**src/sv/assert_macros.svh**
```systemverilog
// Assertion helpers for the command line parser.
`ifndef ASSERT_MACROS_SVH
`define ASSERT_MACROS_SVH

`ifndef ASSERT_OFF

// Property check: holds on every clock edge outside reset.
`define CLSP_ASSERT(lbl, clk, rst, prop, msg) \
  lbl: assert property (@(posedge clk) disable iff (rst) prop) else $error(msg);

// Forbidden condition: the expression must never be true.
`define CLSP_NEVER(lbl, clk, rst, expr, msg) \
  lbl: assert property (@(posedge clk) disable iff (rst) !(expr)) else $error(msg);

`else

`define CLSP_ASSERT(lbl, clk, rst, prop, msg)
`define CLSP_NEVER(lbl, clk, rst, expr, msg)

`endif

`endif

```
**src/sv/clsp_pkg.sv**
```systemverilog
package clsp_pkg;

  localparam int CHAR_W    = 8;
  localparam int KIND_W    = 3;
  localparam int NAME_W    = 64;
  localparam int LEN_W     = 16;
  localparam int NCOUNT_W  = 3;
  localparam int CFG_IDX_W = 3;
  localparam int TDATA_W   = 16;

  localparam int DEF_PREFIX_CAP   = 8;
  localparam int DEF_COMMAND_CAP  = 8;
  localparam int DEF_PARAM_CAP    = 16;
  localparam int DEF_VALUE_CAP    = 24;
  localparam int DEF_MAX_COMMANDS = 4;

  localparam logic [CHAR_W-1:0] CHAR_PERCENT = 8'h25;
  localparam logic [CHAR_W-1:0] CHAR_COMMA   = 8'h2C;
  localparam logic [CHAR_W-1:0] END_CHAR_RST = 8'h0A;

  // output item kinds
  localparam logic [KIND_W-1:0] KIND_SUMMARY = 3'd0;
  localparam logic [KIND_W-1:0] KIND_PREFIX  = 3'd1;
  localparam logic [KIND_W-1:0] KIND_CMD     = 3'd2;
  localparam logic [KIND_W-1:0] KIND_PARAM   = 3'd3;
  localparam logic [KIND_W-1:0] KIND_VALUE   = 3'd4;

  // configuration register indexes (names occupy 0..3)
  localparam logic [CFG_IDX_W-1:0] CFG_LENGTHS  = 3'd4;
  localparam logic [CFG_IDX_W-1:0] CFG_COUNT    = 3'd5;
  localparam logic [CFG_IDX_W-1:0] CFG_END_CHAR = 3'd6;

  // controller -> datapath
  typedef struct packed {
    logic step;        // parse the incoming byte
    logic emit_start;  // end byte taken: hold it, rewind the cursor
    logic emit_load;   // load the cursor item into the output register
    logic resume;      // restart and parse the held byte from begin
  } cmd_t;

  // datapath -> controller
  typedef struct packed {
    logic is_end;      // incoming byte equals the end character
    logic emit_last;   // cursor sits on the final item of the run
  } stat_t;

endpackage

```
**src/sv/clsp_ctrl.sv**
```systemverilog
`include "assert_macros.svh"

module clsp_ctrl
  import clsp_pkg::*;
(
  input  logic  clk,
  input  logic  rst,
  input  logic  in_valid,
  output logic  in_ready,
  output logic  out_valid,
  input  logic  out_ready,
  output cmd_t  cmd,
  input  stat_t stat
);

  localparam logic S_IDLE = 1'b0;
  localparam logic S_EMIT = 1'b1;

  logic state;
  logic state_next;
  logic out_valid_next;
  logic accept;
  logic slot_free;

  assign in_ready  = (state == S_IDLE);
  assign accept    = in_valid && in_ready;
  assign slot_free = !out_valid || out_ready;

  always_comb begin
    cmd.step       = accept && !stat.is_end;
    cmd.emit_start = accept && stat.is_end;
    cmd.emit_load  = (state == S_EMIT) && slot_free;
    cmd.resume     = cmd.emit_load && stat.emit_last;
  end

  always_comb begin
    state_next = state;
    case (state)
      S_IDLE: begin
        if (cmd.emit_start) state_next = S_EMIT;
      end
      S_EMIT: begin
        if (cmd.resume) state_next = S_IDLE;
      end
      default: state_next = S_IDLE;
    endcase
  end

  always_comb begin
    if (cmd.emit_load) begin
      out_valid_next = 1'b1;
    end else if (out_ready) begin
      out_valid_next = 1'b0;
    end else begin
      out_valid_next = out_valid;
    end
  end

  always_ff @(posedge clk) begin
    if (rst) begin
      state     <= S_IDLE;
      out_valid <= 1'b0;
    end else begin
      state     <= state_next;
      out_valid <= out_valid_next;
    end
  end

  `CLSP_NEVER(a_no_overwrite, clk, rst, cmd.emit_load && out_valid && !out_ready, "held result overwritten")
  `CLSP_ASSERT(a_run_end, clk, rst, cmd.resume |=> (state == S_IDLE) && out_valid, "run end lost")
  `CLSP_ASSERT(a_stall_in, clk, rst, cmd.emit_start |=> !in_ready, "input taken during run")

endmodule

```
**src/sv/clsp_datapath.sv**
```systemverilog
`include "assert_macros.svh"

module clsp_datapath
  import clsp_pkg::*;
#(
  parameter int PREFIX_CAP   = DEF_PREFIX_CAP,
  parameter int COMMAND_CAP  = DEF_COMMAND_CAP,
  parameter int PARAM_CAP    = DEF_PARAM_CAP,
  parameter int VALUE_CAP    = DEF_VALUE_CAP,
  parameter int MAX_COMMANDS = DEF_MAX_COMMANDS
) (
  input  logic                 clk,
  input  logic                 rst,
  input  logic                 cfg_we,
  input  logic [CFG_IDX_W-1:0] cfg_index,
  input  logic [NAME_W-1:0]    cfg_data,
  input  logic [CHAR_W-1:0]    in_byte,
  input  cmd_t                 cmd,
  output stat_t                stat,
  output logic [KIND_W-1:0]    out_kind,
  output logic [CHAR_W-1:0]    out_char,
  output logic                 out_status,
  output logic                 out_last
);

  localparam int PCW = $clog2(PREFIX_CAP + 1);
  localparam int CCW = $clog2(COMMAND_CAP + 1);
  localparam int RCW = $clog2(PARAM_CAP + 1);
  localparam int VCW = $clog2(VALUE_CAP + 1);
  localparam int PAW = (PREFIX_CAP > 1) ? $clog2(PREFIX_CAP) : 1;
  localparam int CAW = $clog2(COMMAND_CAP);
  localparam int RAW = (PARAM_CAP > 1) ? $clog2(PARAM_CAP) : 1;
  localparam int VAW = (VALUE_CAP > 1) ? $clog2(VALUE_CAP) : 1;
  localparam int MAX_PC = (PREFIX_CAP > COMMAND_CAP) ? PREFIX_CAP : COMMAND_CAP;
  localparam int MAX_RV = (PARAM_CAP > VALUE_CAP) ? PARAM_CAP : VALUE_CAP;
  localparam int MAXCAP = (MAX_PC > MAX_RV) ? MAX_PC : MAX_RV;
  localparam int IW  = $clog2(MAXCAP);
  localparam int NMW = (MAX_COMMANDS > 1) ? $clog2(MAX_COMMANDS) : 1;

  localparam logic [2:0] MODE_BEGIN  = 3'd0;
  localparam logic [2:0] MODE_PREFIX = 3'd1;
  localparam logic [2:0] MODE_CMD    = 3'd2;
  localparam logic [2:0] MODE_SPLIT  = 3'd3;
  localparam logic [2:0] MODE_PARAM  = 3'd4;
  localparam logic [2:0] MODE_VALUE  = 3'd5;

  // character k of a name, zero past its length
  function automatic logic [CHAR_W-1:0] name_char(logic [NAME_W-1:0] nm,
                                                 logic [3:0] len, int k);
    logic [CHAR_W-1:0] c;
    c = '0;
    if (k < 8 && 4'(k) < len) c = nm[CHAR_W*k +: CHAR_W];
    return c;
  endfunction

  // configuration
  logic [NAME_W-1:0]   names [MAX_COMMANDS];
  logic [LEN_W-1:0]    lengths;
  logic [NCOUNT_W-1:0] ncount;
  logic [CHAR_W-1:0]   end_char;
  logic [NCOUNT_W-1:0] active_n;

  // parse state
  logic [2:0]        mode, mode_next;
  logic [PCW-1:0]    pc, pc_next;
  logic [CCW-1:0]    cc, cc_next;
  logic [RCW-1:0]    rc, rc_next;
  logic [VCW-1:0]    vc, vc_next;
  logic [CHAR_W-1:0] pstore [PREFIX_CAP];
  logic [CHAR_W-1:0] cstore [COMMAND_CAP];
  logic [CHAR_W-1:0] rstore [PARAM_CAP];
  logic [CHAR_W-1:0] vstore [VALUE_CAP];
  logic [CHAR_W-1:0] held;

  // step datapath
  logic              do_step;
  logic [CHAR_W-1:0] sb;
  logic [2:0]        e_mode;
  logic [PCW-1:0]    e_pc;
  logic [CCW-1:0]    e_cc;
  logic [RCW-1:0]    e_rc;
  logic [VCW-1:0]    e_vc;
  logic [CCW-1:0]    cnt1;
  logic [CHAR_W-1:0] typed [COMMAND_CAP];
  logic [MAX_COMMANDS-1:0] same_vec;
  logic              first_hit;
  logic              found;
  logic              name_done;
  logic              restart;
  logic              p_we, c_we, r_we, v_we;
  logic [CAW-1:0]    c_wa;

  // emit cursor
  logic [KIND_W-1:0] cur_kind, nxt_kind;
  logic [IW-1:0]     cur_idx;
  logic [IW:0]       cnt_ext;
  logic              more;
  logic              last;
  logic [CHAR_W-1:0] char_sel;
  logic              line_status;

  assign active_n = (ncount > NCOUNT_W'(MAX_COMMANDS)) ? NCOUNT_W'(MAX_COMMANDS) : ncount;
  assign stat.is_end = (in_byte == end_char);

  // a resumed byte sees the state right after a restart
  assign do_step = cmd.step || cmd.resume;
  assign sb      = cmd.resume ? held : in_byte;
  assign e_mode  = cmd.resume ? MODE_BEGIN : mode;
  assign e_pc    = cmd.resume ? '0 : pc;
  assign e_cc    = cmd.resume ? '0 : cc;
  assign e_rc    = cmd.resume ? '0 : rc;
  assign e_vc    = cmd.resume ? '0 : vc;
  assign cnt1    = e_cc + CCW'(1);

  always_comb begin
    for (int k = 0; k < COMMAND_CAP; k++) begin
      typed[k] = (CCW'(k) == e_cc) ? sb : cstore[k];
    end
  end

  // prefix compare of every table entry against the typed name
  always_comb begin
    for (int i = 0; i < MAX_COMMANDS; i++) begin
      same_vec[i] = 1'b1;
      for (int k = 0; k < COMMAND_CAP; k++) begin
        if (CCW'(k) < cnt1 &&
            typed[k] != name_char(names[i], lengths[4*i +: 4], k)) begin
          same_vec[i] = 1'b0;
        end
      end
    end
  end

  // first table entry wins
  always_comb begin
    first_hit = 1'b0;
    found     = 1'b0;
    name_done = 1'b0;
    for (int i = 0; i < MAX_COMMANDS; i++) begin
      if (NCOUNT_W'(i) < active_n) begin
        if (name_char(names[i], lengths[4*i +: 4], 0) == sb) first_hit = 1'b1;
        if (!found && same_vec[i]) begin
          found     = 1'b1;
          name_done = (5'(cnt1) == 5'(lengths[4*i +: 4]));
        end
      end
    end
  end

  always_comb begin
    mode_next = e_mode;
    pc_next   = e_pc;
    cc_next   = e_cc;
    rc_next   = e_rc;
    vc_next   = e_vc;
    restart   = 1'b0;
    p_we      = 1'b0;
    c_we      = 1'b0;
    r_we      = 1'b0;
    v_we      = 1'b0;
    c_wa      = e_cc[CAW-1:0];
    if (do_step) begin
      case (e_mode)
        MODE_BEGIN: begin
          if (sb == CHAR_PERCENT) begin
            mode_next = MODE_PREFIX;
          end else if (first_hit) begin
            mode_next = MODE_CMD;
            c_we      = 1'b1;
            c_wa      = '0;
            cc_next   = CCW'(1);
          end
        end
        MODE_PREFIX: begin
          if (sb == CHAR_PERCENT) begin
            mode_next = MODE_BEGIN;
          end else if (e_pc >= PCW'(PREFIX_CAP)) begin
            restart = 1'b1;
          end else begin
            p_we    = 1'b1;
            pc_next = e_pc + PCW'(1);
          end
        end
        MODE_CMD: begin
          if (e_cc >= CCW'(COMMAND_CAP)) begin
            restart = 1'b1;
          end else begin
            c_we    = 1'b1;
            cc_next = cnt1;
            if (!found) begin
              restart = 1'b1;
            end else if (name_done) begin
              mode_next = MODE_SPLIT;
            end
          end
        end
        MODE_SPLIT: begin
          if (sb == CHAR_COMMA) mode_next = MODE_PARAM;
          else restart = 1'b1;
        end
        MODE_PARAM: begin
          if (e_rc >= RCW'(PARAM_CAP)) begin
            restart = 1'b1;
          end else if (sb == CHAR_COMMA) begin
            mode_next = MODE_VALUE;
          end else begin
            r_we    = 1'b1;
            rc_next = e_rc + RCW'(1);
          end
        end
        MODE_VALUE: begin
          if (e_vc >= VCW'(VALUE_CAP)) begin
            restart = 1'b1;
          end else begin
            v_we    = 1'b1;
            vc_next = e_vc + VCW'(1);
          end
        end
        default: restart = 1'b1;
      endcase
    end
    if (restart) begin
      mode_next = MODE_BEGIN;
      pc_next   = '0;
      cc_next   = '0;
      rc_next   = '0;
      vc_next   = '0;
    end
  end

  // walk: summary, prefix, command, param, value; empty groups skipped
  always_comb begin
    case (cur_kind)
      KIND_PREFIX: cnt_ext = (IW+1)'(pc);
      KIND_CMD:    cnt_ext = (IW+1)'(cc);
      KIND_PARAM:  cnt_ext = (IW+1)'(rc);
      KIND_VALUE:  cnt_ext = (IW+1)'(vc);
      default:     cnt_ext = '0;
    endcase
    more     = (cur_kind != KIND_SUMMARY) && (({1'b0, cur_idx} + (IW+1)'(1)) < cnt_ext);
    nxt_kind = cur_kind;
    last     = 1'b0;
    if (!more) begin
      if (cur_kind == KIND_SUMMARY && pc != '0) begin
        nxt_kind = KIND_PREFIX;
      end else if (cur_kind <= KIND_PREFIX && cc != '0) begin
        nxt_kind = KIND_CMD;
      end else if (cur_kind <= KIND_CMD && rc != '0) begin
        nxt_kind = KIND_PARAM;
      end else if (cur_kind <= KIND_PARAM && vc != '0) begin
        nxt_kind = KIND_VALUE;
      end else begin
        last = 1'b1;
      end
    end
  end

  assign stat.emit_last = last;

  always_comb begin
    case (cur_kind)
      KIND_PREFIX: char_sel = pstore[cur_idx[PAW-1:0]];
      KIND_CMD:    char_sel = cstore[cur_idx[CAW-1:0]];
      KIND_PARAM:  char_sel = rstore[cur_idx[RAW-1:0]];
      KIND_VALUE:  char_sel = vstore[cur_idx[VAW-1:0]];
      default:     char_sel = '0;
    endcase
    if (mode inside {MODE_SPLIT, MODE_PARAM, MODE_VALUE}) begin
      line_status = 1'b0;
    end else if (mode == MODE_BEGIN) begin
      line_status = (pc == '0);
    end else begin
      line_status = 1'b1;
    end
  end

  always_ff @(posedge clk) begin
    if (rst) begin
      for (int i = 0; i < MAX_COMMANDS; i++) names[i] <= '0;
      lengths  <= '0;
      ncount   <= NCOUNT_W'(1);
      end_char <= END_CHAR_RST;
    end else if (cfg_we) begin
      case (cfg_index)
        CFG_LENGTHS:  lengths  <= cfg_data[LEN_W-1:0];
        CFG_COUNT:    ncount   <= cfg_data[NCOUNT_W-1:0];
        CFG_END_CHAR: end_char <= cfg_data[CHAR_W-1:0];
        default: begin
          if (cfg_index < CFG_IDX_W'(MAX_COMMANDS)) names[cfg_index[NMW-1:0]] <= cfg_data;
        end
      endcase
    end
  end

  always_ff @(posedge clk) begin
    if (rst) begin
      mode     <= MODE_BEGIN;
      pc       <= '0;
      cc       <= '0;
      rc       <= '0;
      vc       <= '0;
      cur_kind <= KIND_SUMMARY;
      cur_idx  <= '0;
    end else begin
      mode <= mode_next;
      pc   <= pc_next;
      cc   <= cc_next;
      rc   <= rc_next;
      vc   <= vc_next;
      if (cmd.emit_start) begin
        cur_kind <= KIND_SUMMARY;
        cur_idx  <= '0;
      end else if (cmd.emit_load && !last) begin
        cur_kind <= nxt_kind;
        cur_idx  <= more ? cur_idx + IW'(1) : '0;
      end
    end
  end

  always_ff @(posedge clk) begin
    if (p_we) pstore[e_pc[PAW-1:0]] <= sb;
    if (c_we) cstore[c_wa] <= sb;
    if (r_we) rstore[e_rc[RAW-1:0]] <= sb;
    if (v_we) vstore[e_vc[VAW-1:0]] <= sb;
    if (cmd.emit_start) held <= in_byte;
    if (cmd.emit_load) begin
      out_kind   <= cur_kind;
      out_char   <= char_sel;
      out_status <= (cur_kind == KIND_SUMMARY) ? line_status : 1'b0;
      out_last   <= last;
    end
  end

  `CLSP_NEVER(a_caps, clk, rst, (pc > PCW'(PREFIX_CAP)) || (cc > CCW'(COMMAND_CAP)) || (rc > RCW'(PARAM_CAP)) || (vc > VCW'(VALUE_CAP)), "store count past capacity")
  `CLSP_ASSERT(a_split_name, clk, rst, (mode == MODE_SPLIT) |-> (cc >= CCW'(2)), "split without a full name")

endmodule

```
**src/sv/command_line_stream_parser_unit.sv**
```systemverilog
// Command line stream parser. One byte enters per transaction on the s_axis side and
// is parsed as [%prefix%]name[,param][,value]<end>; names are matched by prefix
// against a table of up to four configured names, and a bad name, a missing comma
// or a full field quietly restarts the line. Ordinary bytes leave the input ready for
// the next byte on the next cycle. An end byte starts a run on m_axis:
// a summary transaction (status 0 ok, 1 line not complete) followed by one
// transaction per stored prefix, command, param and value character, tlast on the
// final one. The run is 1 + stored characters transactions (at most
// 1 + PREFIX_CAP + COMMAND_CAP + PARAM_CAP + VALUE_CAP, 57 by default), paced by
// the single output register that is loaded with one item per cycle unless m_axis
// backpressure holds it; s_axis_tready stays low from the cycle after the
// end byte until the final item is loaded. The end byte is then parsed again as
// the possible first character of a new line. Configuration writes are taken on
// any cycle (cfg_ready is always high) and should be made between lines.
module command_line_stream_parser_unit
  import clsp_pkg::*;
#(
  parameter int PREFIX_CAP   = DEF_PREFIX_CAP,
  parameter int COMMAND_CAP  = DEF_COMMAND_CAP,
  parameter int PARAM_CAP    = DEF_PARAM_CAP,
  parameter int VALUE_CAP    = DEF_VALUE_CAP,
  parameter int MAX_COMMANDS = DEF_MAX_COMMANDS
) (
  input  logic                 clk,
  input  logic                 rst,
  // input byte stream
  input  logic                 s_axis_tvalid,
  output logic                 s_axis_tready,
  input  logic [CHAR_W-1:0]    s_axis_tdata,   // [7:0] in_byte
  // result stream
  output logic                 m_axis_tvalid,
  input  logic                 m_axis_tready,
  output logic [TDATA_W-1:0]   m_axis_tdata,   // [7:0] out_char, [8] status, rest zero
  output logic [KIND_W-1:0]    m_axis_tuser,   // [2:0] item_kind
  output logic                 m_axis_tlast,   // run_last
  // configuration writes: 0..3 names, 4 lengths, 5 count, 6 end char
  input  logic                 cfg_valid,
  output logic                 cfg_ready,
  input  logic [CFG_IDX_W-1:0] cfg_index,
  input  logic [NAME_W-1:0]    cfg_data
);

  cmd_t              cmd;
  stat_t             stat;
  logic [CHAR_W-1:0] out_char;
  logic              out_status;

  assign cfg_ready = 1'b1;

  // sequencer: byte intake vs. completion run, owns the output valid
  clsp_ctrl u_ctrl (
    .clk       (clk),
    .rst       (rst),
    .in_valid  (s_axis_tvalid),
    .in_ready  (s_axis_tready),
    .out_valid (m_axis_tvalid),
    .out_ready (m_axis_tready),
    .cmd       (cmd),
    .stat      (stat)
  );

  // parse state, character stores, name table, emit cursor, output payload
  clsp_datapath #(
    .PREFIX_CAP   (PREFIX_CAP),
    .COMMAND_CAP  (COMMAND_CAP),
    .PARAM_CAP    (PARAM_CAP),
    .VALUE_CAP    (VALUE_CAP),
    .MAX_COMMANDS (MAX_COMMANDS)
  ) u_datapath (
    .clk        (clk),
    .rst        (rst),
    .cfg_we     (cfg_valid && cfg_ready),
    .cfg_index  (cfg_index),
    .cfg_data   (cfg_data),
    .in_byte    (s_axis_tdata),
    .cmd        (cmd),
    .stat       (stat),
    .out_kind   (m_axis_tuser),
    .out_char   (out_char),
    .out_status (out_status),
    .out_last   (m_axis_tlast)
  );

  assign m_axis_tdata = {(TDATA_W - CHAR_W - 1)'(0), out_status, out_char};

endmodule

```
**config.mk**
```make
export PLATFORM = sky130hd
export DESIGN_NAME = command_line_stream_parser_unit
export DESIGN_NICKNAME = d
export VERILOG_FILES = /design/src/sv/clsp_pkg.sv /design/src/sv/clsp_ctrl.sv /design/src/sv/clsp_datapath.sv /design/src/sv/command_line_stream_parser_unit.sv
export VERILOG_INCLUDE_DIRS = /design/src /design/src/sv
export SDC_FILE = /design/constraint.sdc
export NUM_CORES = 1
export LEC_CHECK = 0
export ABC_AREA = 1
export BUFFER_PORTS_ARGS = -buffer_cell sky130_fd_sc_hd__buf_2
export CAP_MARGIN = 40
export CELL_PAD_IN_SITES_DETAIL_PLACEMENT = 0
export CELL_PAD_IN_SITES_GLOBAL_PLACEMENT = 2
export CORE_MARGIN = 2
export CORE_UTILIZATION = 35
export CTS_CLUSTER_DIAMETER = 80
export DETAILED_ROUTE_END_ITERATION = 12
export PLACE_DENSITY = 0.77
export SYNTH_ARGS = -nofsm -noshare
export SYNTH_HDL_FRONTEND = slang
export SYNTH_SLANG_ARGS = --single-unit
```
**constraint.sdc**
```tcl
create_clock -name clk -period 6.38 [get_ports clk]
set_clock_uncertainty 0.1 [all_clocks]
set_input_delay 0.319 -clock clk [delete_from_list [all_inputs] [get_ports clk]]
set_output_delay 0.319 -clock clk [all_outputs]
set_load 0.005 [all_outputs]
```
Word level (Yosys, flattened, before mapping):

Memories as Yosys holds them, arrays and structs flattened. A register that Yosys moved wholly into a read port is not among the register bits.
Index checks and enable logic that the tools add are counted.

* bits in registers: 79
* memory bits (writable): 704
* bits of input ports: 80
* output and inout bits: 23
* logic and storage cells: 432
* memories: 5

* add/sub/neg operators: 6
* magnitude comparators: 54
* equal/unequal tests: 65
* muxes and demuxes: 206
* bitwise operators: 3
* reduce and logical (&&, ||, !) cells: 76

Memories
* u_datapath.names: words 4, width 64, rd ports 4, clocked after Yosys merged registers in 0, write ports 4, line clsp_datapath.sv:57 `logic [NAME_W-1:0] names [MAX_COMMANDS];`
* u_datapath.vstore: words 24, width 8, rd ports 1, clocked after Yosys merged registers in 1, write ports 1, line clsp_datapath.sv:72 `logic [CHAR_W-1:0] vstore [VALUE_CAP];`
* u_datapath.rstore: words 16, width 8, rd ports 1, clocked after Yosys merged registers in 1, write ports 1, line clsp_datapath.sv:71 `logic [CHAR_W-1:0] rstore [PARAM_CAP];`
* u_datapath.cstore: words 8, width 8, rd ports 9, clocked after Yosys merged registers in 1, write ports 1, line clsp_datapath.sv:70 `logic [CHAR_W-1:0] cstore [COMMAND_CAP];`
* u_datapath.pstore: words 8, width 8, rd ports 1, clocked after Yosys merged registers in 1, write ports 1, line clsp_datapath.sv:69 `logic [CHAR_W-1:0] pstore [PREFIX_CAP];`

Operator list (number)
* 2-to-1 mux 8 bit: 45
* inequality test 8 bit: 32
* 2-to-1 mux 1 bit: 104
* < comparator 3 x 4 -> 1 bit, first input constant: 20
* 2-to-1 mux 3 bit: 24
* 2-to-1 mux 64 bit: 1
* OR reduction 64 bit: 1
* 2-to-1 mux 5 bit: 12
* 2-to-1 mux 4 bit: 12
* logical AND 1 bit: 46
* == test 8 bit: 5
* < comparator 1 x 4 -> 1 bit, first input constant: 10
* < comparator 2 x 4 -> 1 bit, first input constant: 10
* one-hot mux 8 bit (4 select lines): 1
* == test 3 bit, second input constant: 8
* one-hot mux 5 bit (4 select lines): 1
* == test 3 x 4 -> 1 bit, first input constant: 4
* == test 4 bit: 4
* == test 8 x 6 -> 1 bit, second input constant: 2
* adder 5 x 1 -> 5 bit, second input constant: 3
* == test 3 x 2 -> 1 bit, second input constant: 5
* one-hot mux 3 bit (5 select lines): 1
* nonzero test 4 bit: 3
* >= comparator 5 bit, second input constant: 2
* 29 further kinds: 54

Logic depth before layout (Yosys ltp):

* depth in word-level cells: 40
* mapped depth: 44
* gate-level depth less buffers: 39

Cells and area by module:

From an unflattened synthesis, not the netlist that was laid out.

* cells, all modules: 4199
* area total of the unflattened synthesis: 38938.6 µm²

Modules (own cells, without submodules)
* clsp_datapath: instances 1, cells each 4170, area each 38752.2 µm², sequential area each 22992.1 µm²
* clsp_ctrl: instances 1, cells each 18, area each 111.4 µm², sequential area each 40.0 µm²
* command_line_stream_parser_unit: instances 1, cells each 11, area each 75.1 µm², sequential area each 0.0 µm²

Least setup slack after synthesis:

OpenSTA, ideal clock, no wires.

* path type: input to register
* from: input cfg_valid
* to: memory u_datapath.names[3][0], enable pin
* library setup time: 581 ps
* arrival: 5197 ps
* data required time: 5699 ps
* path slack: 502 ps
* stages on the path: 4
* buffers on the path: 0
* cell sequence: inv_1 nor2_1 inv_1 o31ai_1

RTL lines
* start, declared: line command_line_stream_parser_unit.sv:37 `input logic cfg_valid,`
* end, declared: line clsp_datapath.sv:57

Worst setup path after layout:

* from: register u_datapath.cur_kind[0]
* to: register u_datapath.vc[4]

* longest elaborated chain between the ends: 40
* elaborated cells on any way between the ends: 190
* those cells by class: add/sub: 2; order compare: 16; eq/ne: 50; mux: 72; reduce/logical: 50

RTL lines
* start, declared: line clsp_datapath.sv:94 `logic [KIND_W-1:0] cur_kind, nxt_kind;`
* start signal, assigned: line clsp_datapath.sv:314 `cur_kind <= nxt_kind;`
* branches (longest 6 deep; another with < comparator 6 x 5 -> 1 bit)
* 2-to-1 mux 1 bit (*): line clsp_datapath.sv:243 `if (!more) begin`
* logical AND 1 bit (*): line clsp_ctrl.sv:33 `cmd.resume = cmd.emit_load && stat.emit_last;`
* branches (longest 32 deep; another with adder 4 x 1 -> 4 bit)
* end signal, assigned: line clsp_datapath.sv:309 `vc <= vc_next;`
* end, declared: line clsp_datapath.sv:68 `logic [VCW-1:0] vc, vc_next;`

Every way passes the cells marked *.
A chain may end at the register's enable or synchronous reset.

==> metrics.yaml <==
outcome: "complete, no violations"
hold_class: "in2reg"
p_leak_nw: 18.11
synthArstFlopShare_pct: 0
slew_headroom_pct: 40.50
clock_tree.root_cell: "clkbuf_16"
cts_tree: "built"
grt_pass1_wl_um: 197300
fill_cells: 11110
worstPathArrival_ns: 6.36
cp-end-kind: "flip-flop"
cpPeakStageDelay_ns: 0.46
worstSetupStartpointType: "flip-flop"
die_x_um: 338.9
required_ns: 6.89
min_from: "cfg_data[1]"
final_common_cell: "nand2_1"
wl_um: 133800
vias_per_cell: 5.097
track_usage_pct: 22.99
post-route-min-period_ns: 5.854
clk_path_buf_depth: 3
synth_area_um2: 39250
numCtsBuffers: 91
clock_latency_ns: 0.69
hold_viol_final: 0
powerDensity_nw_per_um2: 259.2
mostFrequentLayoutCells: "nand2_1 (1169), edfxtp_1 (725), nor2_1 (576), inv_1 (369), o21ai_0 (292)"
max-vdd-ir-drop_v: 0.0002344
ys_ff_latch: 788
startpoint: "u_datapath.cur_kind[0]$_SDFFE_PP0P_"
die_h_um: 338.9
yosysWarnings: 0
crit_slowest_cell: "dfxtp_1"
post_cts_buffers: 0
hold_end: "u_datapath.ncount[1]$_SDFFE_PP0P_"
syn_to_final_growth_pct: 16.05
cts.sinks: 788
cts.clk_slew.worst_paths_ns: 0.06
vias: 30829
r2r_start: "u_datapath.cur_kind[0]$_SDFFE_PP0P_"
path_common_cell: "nand2_1"
netlist_instances: 4286
gp_congestion: 0.8958
grt_pass1_vias: 29686
firstDrtPassIters: 6
gr-total-overflow: 0
grt_max_degree: 143
fin_nets: 4580
antenna_found_initial: 0
drive_gt1_share_pct: 10.29
core_area_um2: 111000
port_buffers: 94
synth_cell_types: 56
period_share_pct: 91.75
ys_seq_area_share_pct: 58.68
die_area_um2: 114800
avgRoutedWirePerCell_um: 22.12
synth_edf_count: 725
reg2reg_depth: 31
syn_area_per_cell_um2: 9.157
hpwl_um: 93700
crit_buf_inv: 6
r2r-end: "u_datapath.vc[4]$_SDFF_PP0_"
worst_pin_slew_ns: 0.8892
max-cap-violations: 0
io_pins: 103
setup_viol: 0
r2r_setup_slack_ns: 0.53
fin_setup_tns_ns: 0
synth_flop_cell: "edfxtp_1"
rows: 122
cts-htree-levels: 3
drt_iter0_markers: 2588
path_max_fanout: 20
max_freq_mhz: 170.8
initial_core_util_pct: 35.37
drc: 0
drtAntennaViolNets: 0
finalMaxSlewViolations: 0
worstHoldPathCells: 3
critPathKind: "reg2reg"
crit_family: "simple AND/OR/NAND/NOR gates"
rsz0062_at_grt: "false"
timing.hold.ws_ns: 0.02974
==> power by group <==
part	internal (mW)	total [mW]	switching (mW)
registers	5.75	5.81	0.0571
logic	0.206	0.746	0.540
clock network	3.00	5.25	2.25
==> worst max path at each step <==
| stage | end | slack (ns) | cells after the start |
|---|---|---|---|
| floorplan | u_datapath.names[3][0]$_DFFE_PP_ | 0.50 | 4 |
| global placement | u_datapath.vc[0]$_SDFF_PP0_ | 0.24 | 35 |
| detailed placement | u_datapath.mode[2]$_SDFF_PP0_ | 0.16 | 35 |
| CTS | u_datapath.vc[4]$_SDFF_PP0_ | 0.09 | 35 |
| global route | u_datapath.vc[0]$_SDFF_PP0_ | 0.04 | 38 |
| finish | u_datapath.vc[4]$_SDFF_PP0_ | 0.53 | 31 |
==> flip-flops by register name, summed over array words and instances (netlist names), 4 cells and up, named ones only <==
name and flops:
u_datapath.cstore 64, u_datapath.pc 4, u_datapath.vstore 192, u_datapath.lengths 16, u_datapath.out_char 8, u_datapath.pstore 64
u_datapath.held 8, u_datapath.end_char 8, u_datapath.vc 5, u_datapath.cur_idx 5, u_datapath.names 256, u_datapath.rc 5
u_datapath.cc 4, u_datapath.rstore 128
==> synth_stat cells (25+ instances only) <==
library cell | instances | area, um2
a21oi_1 | 97 | 485.5
clkbuf_1 | 138 | 518.0
dfxtp_1 | 63 | 1261
edfxtp_1 | 725 | 21770
inv_1 | 372 | 1396
nand2_1 | 1177 | 4418
nand2_2 | 35 | 219.0
nand3_1 | 257 | 1286
nand3b_1 | 29 | 217.7
nand4_1 | 61 | 381.6
nor2_1 | 578 | 2170
nor3_1 | 25 | 125.1
o211ai_1 | 30 | 225.2
o21ai_0 | 293 | 1466
o221ai_1 | 45 | 394.1
o22ai_1 | 63 | 394.1
xnor2_1 | 32 | 280.3
xor2_1 | 83 | 727.0
==> what timing repair did <==
action / CTS / global route
hold endpoints to repair: 242 / 0
endpoints found under the setup margin: 0 / 21
hold buffers: 71 / 0
resized for setup: 0 / 13
==> metrics by stage <==
stage / power (mW) / instances / util [%] / cell area (um2) / worst slack, ns
2_1_floorplan: 6.329 / 4292 / - / 39270 / 0.5022
3_3_place_gp: 6.630 / 5779 / 37.44 / 41550 / 0.2430
3_5_place_dp: 6.633 / 5804 / 37.64 / 41770 / 0.1602
4_1_cts: 11.90 / 6047 / 40.98 / 45480 / 0.08660
5_1_grt: 12.18 / 6047 / 41.04 / 45540 / 0.03641
6_report: 11.81 / 6048 / 41.04 / 45550 / 0.5262
==> layout make-up <==
class	count	area [um2]	share of cell area (%)
diodes	1	2.502	0.005494
clock buffers	111	2404	5.277
clock inverters	61	594.3	1.305
inverters	391	1476	3.242
multi-input cells	2926	14040	30.82
flip-flops and latches	788	23040	50.59
well taps	1488	1862	4.088
repair buffers	282	2130	4.676
==> cell families (layout without fill, tap and decap cells) <==
family / Yosys count / count (layout) / share of synthesized area, %
AO/OA/AOI/OAI: 583 / 583 / 8.754
other: 2 / 9 / 0.01913
flip-flops: 788 / 788 / 58.68
XOR/XNOR: 115 / 115 / 2.566
buffers and inverters: 578 / 845 / 5.974
AND/OR/NAND/NOR: 2200 / 2200 / 23.36
adder cells (fa/ha/maj): 20 / 20 / 0.6376
==> worst reg2reg max path, delay by kind of cell, from the launching register on <==
family / cells / cell delay (ns)
adder cells (fa/ha/maj): 2 / 0.63
XOR/XNOR: 1 / 0.23
AO/OA/AOI/OAI: 5 / 1.12
flip-flops: 1 / 0.46
buffers and inverters: 6 / 0.79
AND/OR/NAND/NOR: 17 / 2.48
==> layer usage <==
layer  global-route usage, %  routed length [um]
met1                   31.21               59450
met2                   39.17               64920
met3                   2.664                6458
met4                   5.491                2951
met5                       0                   0
Power figures use the tool's default switching activity.
